$ cat config.mk
export PLATFORM = sky130hd
export DESIGN_NAME = socks5_reply_and_length_deframer
export DESIGN_NICKNAME = d
export VERILOG_FILES = /design/src/rtl/core/s5dfr_pkg.sv /design/src/rtl/core/socks5_reply_and_length_deframer.sv
export SDC_FILE = /design/constraint.sdc
export NUM_CORES = 1
export LEC_CHECK = 0
export BUFFER_PORTS_ARGS = -buffer_cell sky130_fd_sc_hd__buf_4
export CAP_MARGIN = 20
export CELL_PAD_IN_SITES_DETAIL_PLACEMENT = 0
export CELL_PAD_IN_SITES_GLOBAL_PLACEMENT = 1
export CORE_ASPECT_RATIO = 0.9
export CORE_MARGIN = 5
export CORE_UTILIZATION = 41
export DETAILED_ROUTE_END_ITERATION = 16
export PLACE_DENSITY = 0.75
export SETUP_SLACK_MARGIN = 0.3
export SLEW_MARGIN = 10
export SYNTH_ARGS = -nofsm -noshare
export SYNTH_HDL_FRONTEND = slang
export SYNTH_SLANG_ARGS = --single-unit
export TNS_END_PERCENT = 10
$ cat constraint.sdc
create_clock -name clk -period 4.14 [get_ports clk]
set_clock_uncertainty 0.1 [all_clocks]
set_input_delay 0.621 -clock clk [delete_from_list [all_inputs] [get_ports clk]]
set_output_delay 0.621 -clock clk [all_outputs]
set_load 0.005 [all_outputs]
$ cat src/rtl/core/s5dfr_pkg.sv
// shared types and codes for the socks5 reply checker and length deframer
package s5dfr_pkg;

  typedef enum logic [2:0] {
    PH_CLOSED,
    PH_METHOD,
    PH_AUTH,
    PH_CONNECT,
    PH_HEADER,
    PH_BODY
  } phase_t;

  localparam logic [2:0] KIND_PAYLOAD = 3'd0;
  localparam logic [2:0] KIND_EMPTY   = 3'd1;
  localparam logic [2:0] KIND_GREET   = 3'd2;
  localparam logic [2:0] KIND_AUTH    = 3'd3;
  localparam logic [2:0] KIND_CONNECT = 3'd4;
  localparam logic [2:0] KIND_UP      = 3'd5;
  localparam logic [2:0] KIND_FAIL    = 3'd6;

  localparam logic [2:0] FAIL_METHOD    = 3'd0;
  localparam logic [2:0] FAIL_AUTH      = 3'd1;
  localparam logic [2:0] FAIL_ADDR_TYPE = 3'd2;
  localparam logic [2:0] FAIL_CONNECT   = 3'd3;
  localparam logic [2:0] FAIL_LENGTH    = 3'd4;
  localparam logic [2:0] FAIL_SERVER    = 3'd5;

  localparam logic [7:0] METH_NO_AUTH   = 8'h00;
  localparam logic [7:0] METH_USER_PASS = 8'h02;
  localparam logic [7:0] AUTH_OK        = 8'h00;
  localparam logic [7:0] ATYP_IPV4      = 8'h01;
  localparam logic [7:0] ATYP_DOMAIN    = 8'h03;
  localparam logic [7:0] ATYP_IPV6      = 8'h04;

  localparam logic [8:0] NEED_IPV4   = 9'd10;
  localparam logic [8:0] NEED_IPV6   = 9'd22;
  localparam logic [8:0] NEED_DOMAIN = 9'd7;

  localparam logic        CFG_USE_PROXY = 1'b0;
  localparam logic        CFG_MAX_LEN   = 1'b1;
  localparam logic [30:0] MAX_LEN_RESET = 31'd16777216;

  localparam int CNT_W = 31;

endpackage

$ cat src/rtl/core/socks5_reply_and_length_deframer.sv
// socks5 reply checker and length-prefixed frame deframer for a client receive stream
//
// Input stream s_axis: one word per received byte; tuser[0] set marks a start of
// session (connection up), tdata is the received byte otherwise.
// Output stream m_axis: at most one word per input word. tuser is the result kind,
// tlast marks the final byte of a frame body, tdata carries the payload byte, the
// failure reason and the failure detail.
// Configuration: cfg_valid/cfg_ready write port, index 0 use_proxy (sampled at
// session start), index 1 max_packet_len (used live). cfg_ready is always high.
// The result of a word accepted at one edge is valid in the output register right
// after it. Throughput is one word per cycle while the receiver takes results; every
// decision is a byte compare or one 31-bit count/length compare between the state
// registers and the output register.
// A stalled receiver holds the output register; s_axis_tready drops only while
// that register is full and not being taken, so a new word is taken in the same
// cycle the held one leaves.
// Reset closes the session, clears all counters and restores the register resets
// (use_proxy 0, max_packet_len 16777216); data bytes while closed are dropped.
module socks5_reply_and_length_deframer
  import s5dfr_pkg::*;
(
  input  logic        clk,
  input  logic        rst,
  input  logic        s_axis_tvalid,
  output logic        s_axis_tready,
  input  logic [7:0]  s_axis_tdata,   // in_byte
  input  logic [0:0]  s_axis_tuser,   // action
  output logic        m_axis_tvalid,
  input  logic        m_axis_tready,
  output logic [47:0] m_axis_tdata,   // data_byte, fail_reason, detail, zero pad
  output logic        m_axis_tlast,   // last
  output logic [2:0]  m_axis_tuser,   // kind
  input  logic        cfg_valid,
  output logic        cfg_ready,
  input  logic [0:0]  cfg_index,
  input  logic [30:0] cfg_data
);

  logic              use_proxy;
  logic [30:0]       max_len;
  phase_t            phase, phase_next;
  logic [CNT_W-1:0]  byte_count, byte_count_next;
  logic [31:0]       frame_length, frame_length_next;
  logic [7:0]        reply_code, reply_code_next;
  logic [8:0]        reply_need, reply_need_next;
  logic [31:0]       error_word, error_word_next;

  logic              res_valid;
  logic [2:0]        res_kind;
  logic [7:0]        res_data;
  logic              res_last;
  logic [2:0]        res_reason;
  logic [31:0]       res_detail;

  logic [2:0]        out_kind;
  logic [7:0]        out_data;
  logic              out_last;
  logic [2:0]        out_reason;
  logic [31:0]       out_detail;

  logic              take, is_start;
  logic [7:0]        b;
  logic [CNT_W-1:0]  bc_inc;
  logic              bc_is0, bc_is1, bc_is3, bc_is4;
  logic [31:0]       b_shift;
  logic [31:0]       len_full, err_full;
  logic              len_bad;
  logic [8:0]        need_decode, need_upd;
  logic              addr_bad, conn_done, body_end;

  assign cfg_ready     = 1'b1;
  assign s_axis_tready = !m_axis_tvalid || m_axis_tready;
  assign take          = s_axis_tvalid && s_axis_tready;
  assign is_start      = s_axis_tuser[0];
  assign b             = s_axis_tdata;

  assign bc_inc  = byte_count + CNT_W'(1);
  assign bc_is0  = byte_count == CNT_W'(0);
  assign bc_is1  = byte_count == CNT_W'(1);
  assign bc_is3  = byte_count == CNT_W'(3);
  assign bc_is4  = byte_count == CNT_W'(4);
  assign b_shift = {24'd0, b} << {byte_count[1:0], 3'b000};

  assign len_full = {b, frame_length[23:0]};
  assign err_full = {b, error_word[23:0]};
  assign len_bad  = len_full[31] || (len_full[30:0] > max_len);
  assign body_end = bc_inc >= frame_length[30:0];

  always_comb begin
    case (b)
      ATYP_IPV4:   need_decode = NEED_IPV4;
      ATYP_IPV6:   need_decode = NEED_IPV6;
      ATYP_DOMAIN: need_decode = NEED_DOMAIN;
      default:     need_decode = {1'b1, b};
    endcase
  end

  assign need_upd  = (bc_is4 && reply_need == NEED_DOMAIN) ? NEED_DOMAIN + {1'b0, b}
                                                            : reply_need;
  assign addr_bad  = bc_is4 && reply_need[8];
  assign conn_done = (bc_inc >= CNT_W'(5)) && (bc_inc == CNT_W'(need_upd));

  // next state
  always_comb begin
    phase_next = phase;
    if (take) begin
      if (is_start) begin
        phase_next = use_proxy ? PH_METHOD : PH_HEADER;
      end else begin
        case (phase)
          PH_METHOD: begin
            if (!bc_is0) begin
              if (b == METH_USER_PASS) phase_next = PH_AUTH;
              else if (b == METH_NO_AUTH) phase_next = PH_CONNECT;
              else phase_next = PH_CLOSED;
            end
          end
          PH_AUTH: begin
            if (!bc_is0) phase_next = (b == AUTH_OK) ? PH_CONNECT : PH_CLOSED;
          end
          PH_CONNECT: begin
            if (addr_bad) phase_next = PH_CLOSED;
            else if (conn_done) phase_next = (reply_code != 8'd0) ? PH_CLOSED : PH_HEADER;
          end
          PH_HEADER: begin
            if (bc_is3) begin
              if (len_bad) phase_next = PH_CLOSED;
              else if (len_full == 32'd0) phase_next = PH_HEADER;
              else phase_next = PH_BODY;
            end
          end
          PH_BODY: begin
            if (frame_length == 32'd4) begin
              if (bc_is3) phase_next = PH_CLOSED;
            end else if (body_end) begin
              phase_next = PH_HEADER;
            end
          end
          default: phase_next = phase;
        endcase
      end
    end
  end

  // result word
  always_comb begin
    res_valid  = 1'b0;
    res_kind   = KIND_PAYLOAD;
    res_data   = 8'd0;
    res_last   = 1'b0;
    res_reason = 3'd0;
    res_detail = 32'd0;
    if (is_start) begin
      res_valid = 1'b1;
      res_kind  = use_proxy ? KIND_GREET : KIND_UP;
    end else begin
      case (phase)
        PH_METHOD: begin
          if (!bc_is0) begin
            res_valid = 1'b1;
            if (b == METH_USER_PASS) begin
              res_kind = KIND_AUTH;
            end else if (b == METH_NO_AUTH) begin
              res_kind = KIND_CONNECT;
            end else begin
              res_kind   = KIND_FAIL;
              res_reason = FAIL_METHOD;
              res_detail = {24'd0, b};
            end
          end
        end
        PH_AUTH: begin
          if (!bc_is0) begin
            res_valid = 1'b1;
            if (b == AUTH_OK) begin
              res_kind = KIND_CONNECT;
            end else begin
              res_kind   = KIND_FAIL;
              res_reason = FAIL_AUTH;
              res_detail = {24'd0, b};
            end
          end
        end
        PH_CONNECT: begin
          if (addr_bad) begin
            res_valid  = 1'b1;
            res_kind   = KIND_FAIL;
            res_reason = FAIL_ADDR_TYPE;
            res_detail = {24'd0, reply_need[7:0]};
          end else if (conn_done) begin
            res_valid = 1'b1;
            if (reply_code != 8'd0) begin
              res_kind   = KIND_FAIL;
              res_reason = FAIL_CONNECT;
              res_detail = {24'd0, reply_code};
            end else begin
              res_kind = KIND_UP;
            end
          end
        end
        PH_HEADER: begin
          if (bc_is3) begin
            if (len_bad) begin
              res_valid  = 1'b1;
              res_kind   = KIND_FAIL;
              res_reason = FAIL_LENGTH;
              res_detail = len_full;
            end else if (len_full == 32'd0) begin
              res_valid = 1'b1;
              res_kind  = KIND_EMPTY;
            end
          end
        end
        PH_BODY: begin
          if (frame_length == 32'd4) begin
            if (bc_is3) begin
              res_valid  = 1'b1;
              res_kind   = KIND_FAIL;
              res_reason = FAIL_SERVER;
              res_detail = err_full;
            end
          end else begin
            res_valid = 1'b1;
            res_kind  = KIND_PAYLOAD;
            res_data  = b;
            res_last  = body_end;
          end
        end
        default: res_valid = 1'b0;
      endcase
    end
  end

  // session counters and assembly registers
  always_comb begin
    byte_count_next   = byte_count;
    frame_length_next = frame_length;
    reply_code_next   = reply_code;
    reply_need_next   = reply_need;
    error_word_next   = error_word;
    if (take) begin
      if (is_start || phase_next != phase_t'(phase) && phase_next != PH_BODY
          || phase == PH_BODY && phase_next == PH_HEADER) begin
        byte_count_next   = '0;
        frame_length_next = '0;
        reply_code_next   = '0;
        reply_need_next   = '0;
        error_word_next   = '0;
      end else begin
        case (phase)
          PH_METHOD, PH_AUTH: begin
            byte_count_next = CNT_W'(1);
          end
          PH_CONNECT: begin
            byte_count_next = bc_inc;
            if (bc_is1) reply_code_next = b;
            reply_need_next = bc_is3 ? need_decode : need_upd;
          end
          PH_HEADER: begin
            byte_count_next   = bc_is3 ? CNT_W'(0) : bc_inc;
            frame_length_next = frame_length | b_shift;
          end
          PH_BODY: begin
            byte_count_next = bc_inc;
            if (frame_length == 32'd4) error_word_next = error_word | b_shift;
          end
          default: byte_count_next = byte_count;
        endcase
      end
    end
  end

  always_ff @(posedge clk) begin
    if (rst) begin
      use_proxy     <= 1'b0;
      max_len       <= MAX_LEN_RESET;
      phase         <= PH_CLOSED;
      byte_count    <= '0;
      frame_length  <= '0;
      reply_code    <= '0;
      reply_need    <= '0;
      error_word    <= '0;
      m_axis_tvalid <= 1'b0;
    end else begin
      if (cfg_valid && cfg_ready) begin
        case (cfg_index)
          CFG_USE_PROXY: use_proxy <= cfg_data[0];
          CFG_MAX_LEN:   max_len   <= cfg_data;
          default:       use_proxy <= use_proxy;
        endcase
      end
      phase        <= phase_next;
      byte_count   <= byte_count_next;
      frame_length <= frame_length_next;
      reply_code   <= reply_code_next;
      reply_need   <= reply_need_next;
      error_word   <= error_word_next;
      if (s_axis_tready) m_axis_tvalid <= take && res_valid;
    end
  end

  // output register, loaded whenever it is free
  always_ff @(posedge clk) begin
    if (s_axis_tready) begin
      out_kind   <= res_kind;
      out_data   <= res_data;
      out_last   <= res_last;
      out_reason <= res_reason;
      out_detail <= res_detail;
    end
  end

  assign m_axis_tuser = out_kind;
  assign m_axis_tlast = out_last;
  assign m_axis_tdata = {5'd0, out_detail, out_reason, out_data};

endmodule

## After elaboration in Yosys (flattened, before gate mapping)

Cells that the tools add are included.

| word-level totals | value |
|---|---|
| output and inout bits | 55 |
| word-level logic and storage cells | 154 |
| flip-flop bits (word level) | 195 |
| bits of input ports | 46 |

| operators by class | value |
|---|---|
| $lt $le $gt $ge | 3 |
| add/sub/neg operators | 2 |
| bitwise logic cells | 4 |
| reductions and logical operators | 32 |
| multiplexer cells | 80 |
| shifts and indexed selects | 1 |
| equal/unequal tests | 18 |

Operators with widths:

| operator | number |
|---|---|
| two-way mux 32 bit | 10 |
| one-hot mux 32 bit (5 select lines) | 1 |
| one-hot mux 31 bit (3 select lines) | 1 |
| two-way mux 3 bit | 28 |
| two-way mux 8 bit | 9 |
| bitwise OR 32 bit | 2 |
| two-way mux 31 bit | 2 |
| two-way mux 9 bit | 4 |
| == test 32 x 3 -> 1 bit (second input constant) | 1 |
| zero test 32 bit | 1 |
| left shift 8 x 5 -> 32 bit | 1 |
| adder 31 x 1 -> 31 bit (second input constant) | 1 |
| == test 31 x 1 -> 1 bit (second input constant) | 1 |
| == test 31 x 2 -> 1 bit (second input constant) | 1 |
| == test 31 x 3 -> 1 bit (second input constant) | 1 |
| == test 31 x 9 -> 1 bit | 1 |
| >= comparator 31 x 3 -> 1 bit (second input constant) | 1 |
| >= comparator 31 bit | 1 |
| greater-than comparator 31 bit | 1 |
| zero test 31 bit | 1 |
| one-hot mux 3 bit (5 select lines) | 2 |
| one-hot mux 9 bit (3 select lines) | 1 |
| == test 8 x 2 -> 1 bit (second input constant) | 2 |
| two-way mux 2 bit | 7 |
| other kinds (24) | 59 |

## Depth between registers and ports, before layout

| depth | value |
|---|---|
| depth in word-level cells | 16 |
| depth in mapped cells | 22 |
| depth with buffers taken out | 19 |

## Worst setup path before layout

Ideal clock, no wire load.

| path | value |
|---|---|
| kind | flip-flop to flip-flop |
| from | register byte_count[1] |
| to | register frame_length[12] |
| path buffers | 3 |
| library setup time | 0.114 ns |
| stages on the path, launching flop included | 22 |
| clock period less this slack | 4.524 ns |
| setup slack | -0.384 ns |
| arrival | 4.310 ns |
| data required time | 3.926 ns |
| path through | dfxtp_1 > ha_1 > clkbuf_1 > nand3_1 > nor4_1 > nand3_1 > xnor2_1 > ha_1 > nand4_1 > nor2_1 > o21ai_0 > a21oi_1 > o2111ai_1 > a31o_1 > o221ai_1 > o21ai_1 > and2_1 > a32oi_4 > a21o_1 > buf_4 > buf_6 > nor2_1 |

| between the ends | value |
|---|---|
| word-level cells in the longest chain between the ends | 16 |
| elaborated cells on any way between the ends | 35 |
| those cells by class | add/sub: 1; order compare: 2; eq/ne: 6; shift: 1; mux: 14; bitwise: 1; reduce/logical: 10 |

Ends and longest elaborated chain:

| what | RTL line | RTL |
|---|---|---|
| start, declared | socks5_reply_and_length_deframer.sv:42 | `logic [CNT_W-1:0] byte_count, byte_count_next;` |
| start signal, assigned | socks5_reply_and_length_deframer.sv:293 | `byte_count <= byte_count_next;` |
| parallel branches: the longest is 16 deep, another holds adder 31 x 1 -> 31 bit | n/a |  |
| end signal, assigned | socks5_reply_and_length_deframer.sv:294 | `frame_length <= frame_length_next;` |
| end, declared | socks5_reply_and_length_deframer.sv:43 | `logic [31:0] frame_length, frame_length_next;` |

Parallel ways; which one is timed is not known. The select of a mux whose other input is x is not followed.
A chain may end at the register's enable or synchronous reset.

## Worst setup path after layout

| path | value |
|---|---|
| from | register byte_count[0] |
| to | register error_word[11] |

| between the ends | value |
|---|---|
| word-level cells in the longest chain between the ends | 16 |
| elaborated cells on any way between the ends | 37 |
| those cells by class | add/sub: 1; order compare: 2; eq/ne: 6; shift: 1; mux: 15; bitwise: 1; reduce/logical: 11 |

Ends and longest elaborated chain:

| what | RTL line | RTL |
|---|---|---|
| parallel branches: the longest is 16 deep, another holds adder 31 x 1 -> 31 bit | n/a |  |
| end signal, assigned | socks5_reply_and_length_deframer.sv:297 | `error_word <= error_word_next;` |
| end, declared | socks5_reply_and_length_deframer.sv:46 | `logic [31:0] error_word, error_word_next;` |

Parallel ways; which one is timed is not known. The select of a mux whose other input is x is not followed.

==> results list <==
- The flow ran to the end, but the final reports show violations.
- Failing checks: setup timing
- Fraction of the core area covered by cells at the end of the flow: 0.577
- The total area inside the core boundary comes to 27700 um^2.
- Most instantiated flip-flop cell in the synthesis netlist: sky130_fd_sc_hd__dfxtp_1
* Unrepaired setup endpoints after global routing: true
* Count of nets left with antenna violations after detail routing: 0
- The die covers 31400 um^2.
- The worst setup path is of the reg2reg kind.
* Max FO, Critical Path: 7
- Data required time of the critical path: 4.39 ns
* Hold/Removal Path Class: in2reg
- Rel. slew slack: 0.216
* Synth Warn #: 0
- Power comes to 4.61 mW.
* Clock tree root driver cell: sky130_fd_sc_hd__clkbuf_16
* Initial cell density of the core: 0.413
- The worst setup path is launched from a flip-flop.
* Setup_tns: -6.83 ns
- The area growth from synthesis to layout is 39.9%.
* Worst reg2reg path endpoint: error_word[11]
* Core Rows: 58
- WP data arrival: 4.55 ns
- Number of enable flip-flop cells after synthesis: 47
- Final critical path time including I/O delays and setup: 4.30 ns
- Dividing the detail-routed wire length by the instance count gives 22.4 um.
- Vias in the first global route: 11200
- For hold timing, the worst endpoint is max_len[24].
- Antenna diode count: 0
- Once routing completed, OpenROAD measured the worst setup slack at -0.162 ns.
* Maximum number of pins on one net before global-route repair: 53
* Clock sink count: 187
* Hold Path Stages: 3
* Reg2Reg Setup Slack: -0.16 ns
- In the routed design, unresolved DRC markers number 0.
- Post-route worst hold slack: 0.292 ns
- Setup violations remaining at the end of the flow were counted as 68.
- Final hold viol count: 0
* H-Tree Depth: 4
- In this run the worst setup path begins at byte_count[0].
- Number of max-slew violations in the final report: 0
- Cell Pwr Density: 288 nW/um^2
- Across the run, the number of max-cap violations was 0.
- Counting along the longest clock path gives a buffer depth of 2.
* Seq/Total Area, Yosys: 0.368
- Share of cells above drive strength 1: 0.326
* Flop and latch count out of synthesis: 187
* Post-Syn Instances: 1402
* Post-Route WL: 46200 um
- Worst flop-to-flop path startpoint: byte_count[0]
- TritonCTS clock tree: done
- First-pass detailed-route iteration total: 5
- Placed wire-length estimate after detailed placement: 34700 um
- Of the post-synthesis cell area, the dominant cell type holds 0.245.
- Measured along the x axis, the die boundary spans 186 um.
- Global routing finished with a remaining overflow of 0.
- Drt via density: 5.91
- Of the available clock period, the critical path in the final layout requires 1.04.
* Asr flop ratio synth: 0
- Fillers: 2543
* Static Leak: 6.58 nW
- The first global-routing pass estimated 67800 um of wire.
* Initial antenna violation count: 0
* TritonCTS buffer count: 17
- Ranked by total cell area, the synthesized netlist is headed by sky130_fd_sc_hd__dfxtp_1 (24%), sky130_fd_sc_hd__edfxtp_1 (12%), sky130_fd_sc_hd__ha_1 (7.8%).
- The worst setup path is captured at a flip-flop.
- The cell area that synthesis handed to floorplanning was 11400 um^2.
* Achievable Freq: 232 MHz
- For the pin with the worst max-slew slack, the measured transition is 1.17 ns.
- The clock reaches the later pin of the worst-skew pair after 0.46 ns.
* Drt first-iter violations: 1263
- Worst R2R Path Depth: 21
* Post-synthesis cell type count: 83
* Total routing resource utilization after global routing: 0.283
- Across the VDD grid, the largest voltage drop is 280 uV.
- In this run the count of I/O pins placed on the die edge is 101.
- In this run the tool buffered the top-level ports with 94 buffer cells.
* Largest area contributor in the netlist: sky130_fd_sc_hd__dfxtp_1
- Height of the die: 168 um
* Register clock-pin slew on the reported worst setup and hold paths: 0.09 ns
- The net count of the finished layout is 1804.
- Synth Area per Inst: 8.16 um^2
- Routability congestion estimate: 1.03
- Summing over every cut layer, the via total after detailed routing is 12200.
* Startpoint of the most critical hold path: cfg_data[24]
## cells in the final DEF, fill, tap and decap left out, drive strengths merged, types with 5 or more instances in the layout
master | netlist | routed
a211oi | 21 | 21
a21o | 9 | 9
a21oi | 143 | 143
a22o | 22 | 22
a22oi | 17 | 17
a31oi | 33 | 33
and2 | 21 | 21
and3 | 9 | 9
and4 | 6 | 6
buf | 31 | 349
clkbuf | 58 | 19
conb | 2 | 6
dfxtp | 140 | 140
edfxtp | 47 | 47
ha | 71 | 71
inv | 104 | 115
mux2i | 7 | 7
nand2 | 148 | 148
nand2b | 16 | 16
nand3 | 48 | 48
nand4 | 35 | 35
nor2 | 115 | 115
nor2b | 10 | 10
nor3 | 36 | 36
nor4 | 44 | 44
o211ai | 15 | 15
o21ai | 50 | 50
o22ai | 12 | 12
o2bb2ai | 10 | 10
o31ai | 8 | 8
or2 | 5 | 5
or3 | 6 | 6
or4 | 7 | 7
xnor2 | 31 | 31
xor2 | 7 | 7
## layer usage
| layer | global-route usage | part of all wire | vias up |
|---|---|---|---|
| met1 | 0.410 | 0.44 | 5900 |
| met5 | 0 | 0 | - |
| met4 | 0.0691 | 0.022 | 0 |
| met3 | 0.0477 | 0.086 | 63 |
| met2 | 0.440 | 0.45 | 540 |
| li1 | - | - | 5666 |
## metrics by stage
step	worst slack, ns	cells	area [um^2]
2_1_floorplan	0.241	1406	11600
3_3_place_gp	-0.191	1994	14100
3_5_place_dp	-0.295	1994	14100
4_1_cts	-0.00230	2038	15300
5_1_grt	-0.346	2060	16000
6_report	-0.162	2060	16000
## registers in the layout, summed over array words and instances, names as in the netlist
| signal | cells |
|---|---|
| byte_count | 31 |
| error_word | 24 |
| frame_length | 32 |
| m_axis_tlast | 1 |
| m_axis_tuser | 3 |
| m_axis_tvalid | 1 |
| max_len | 31 |
| out_data | 8 |
| out_detail | 32 |
| out_reason | 3 |
| phase | 3 |
| reply_code | 8 |
| reply_need | 9 |
| use_proxy | 1 |
## area by class of cell
class | instances | area (um^2) | area share
clock inverter | 15 | 230 | 0.0144
sequential | 187 | 4240 | 0.265
multi-input combinational | 1026 | 7340 | 0.459
timing repair buffer | 351 | 2930 | 0.183
clock buffer | 17 | 425 | 0.0266
tap | 360 | 450 | 0.0281
inverter | 104 | 390 | 0.0244
## logic make-up after synthesis
kind of cell / Yosys count / synth area share
other cells: 2 / 0.000656
mux: 8 / 0.00711
compound gates: 376 / 0.211
flops: 187 / 0.368
fa+ha+maj: 71 / 0.0776
buf+inv: 193 / 0.0688
simple gates: 526 / 0.236
xor+xnor: 39 / 0.0311
## power by group
group | total (mW) | leakage, nW | switching (mW) | internal, mW
combinational | 0.808 | 4.56 | 0.465 | 0.343
sequential | 1.95 | 1.70 | 0.0350 | 1.91
clock | 1.86 | 0.317 | 0.991 | 0.869
total | 4.61 | 6.58 | 1.49 | 3.12
## what timing repair did
item                                    4_1_cts  5_1_grt
gates resized for setup                      93       98
cloned                                        4        3
hold buffers                                  0        0
buffers inserted                              8       18
endpoints found under the setup margin      104      115
pin swaps                                    62       61
## worst max path at each step
stage | depth (start not counted) | endpoint
2_1_floorplan | 21 | frame_length[12]
3_3_place_gp | 16 | byte_count[18]
3_5_place_dp | 17 | frame_length[23]
4_1_cts | 20 | reply_code[3]
5_1_grt | 21 | frame_length[12]
6_report | 21 | error_word[11]
## worst max-delay path, stage by stage, from the launching register on
cell and delay, ns:
sky130_fd_sc_hd__dfxtp_4 0.40, sky130_fd_sc_hd__ha_4 0.17, sky130_fd_sc_hd__and3_4 0.20, sky130_fd_sc_hd__nand4_1 0.11, sky130_fd_sc_hd__buf_6 0.17, sky130_fd_sc_hd__nor3_1 0.17
sky130_fd_sc_hd__xnor2_1 0.24, sky130_fd_sc_hd__inv_1 0.08, sky130_fd_sc_hd__ha_1 0.30, sky130_fd_sc_hd__nand4_1 0.15, sky130_fd_sc_hd__nor2_1 0.18, sky130_fd_sc_hd__o2111ai_2 0.13
sky130_fd_sc_hd__a31o_1 0.27, sky130_fd_sc_hd__buf_4 0.15, sky130_fd_sc_hd__o221ai_2 0.18, sky130_fd_sc_hd__o21ai_2 0.09, sky130_fd_sc_hd__and2_4 0.15, sky130_fd_sc_hd__a32oi_4 0.21
sky130_fd_sc_hd__buf_12 0.16, sky130_fd_sc_hd__a21o_4 0.28, sky130_fd_sc_hd__clkbuf_16 0.24, sky130_fd_sc_hd__nor2_4 0.04
## synth_stat cells (4+ instances only)
cell type	number
sky130_fd_sc_hd__o22ai_1	12
sky130_fd_sc_hd__a31oi_1	33
sky130_fd_sc_hd__xor2_1	7
sky130_fd_sc_hd__and2_1	20
sky130_fd_sc_hd__mux2i_1	7
sky130_fd_sc_hd__nor4_1	38
sky130_fd_sc_hd__a21oi_1	143
sky130_fd_sc_hd__nor2_1	115
sky130_fd_sc_hd__a211oi_1	21
sky130_fd_sc_hd__nand3b_1	4
sky130_fd_sc_hd__nand4_1	34
sky130_fd_sc_hd__ha_1	71
sky130_fd_sc_hd__o31ai_1	5
sky130_fd_sc_hd__buf_1	5
sky130_fd_sc_hd__nor3_1	34
sky130_fd_sc_hd__nand3_1	47
sky130_fd_sc_hd__a21o_1	9
sky130_fd_sc_hd__nand2_1	147
sky130_fd_sc_hd__and4_1	6
sky130_fd_sc_hd__and3_1	9
sky130_fd_sc_hd__o211ai_1	15
sky130_fd_sc_hd__o2bb2ai_1	10
sky130_fd_sc_hd__buf_2	17
sky130_fd_sc_hd__o21ai_0	48
sky130_fd_sc_hd__or3_1	6
sky130_fd_sc_hd__a22o_1	22
sky130_fd_sc_hd__xnor2_1	31
sky130_fd_sc_hd__a22oi_1	17
sky130_fd_sc_hd__edfxtp_1	47
sky130_fd_sc_hd__nand2b_1	16
sky130_fd_sc_hd__inv_1	104
sky130_fd_sc_hd__nor2b_1	10
sky130_fd_sc_hd__clkbuf_1	58
sky130_fd_sc_hd__or2_2	4
sky130_fd_sc_hd__or4_1	7
sky130_fd_sc_hd__buf_4	7
sky130_fd_sc_hd__dfxtp_1	140
No activity file was read; power rests on OpenSTA's default activity.
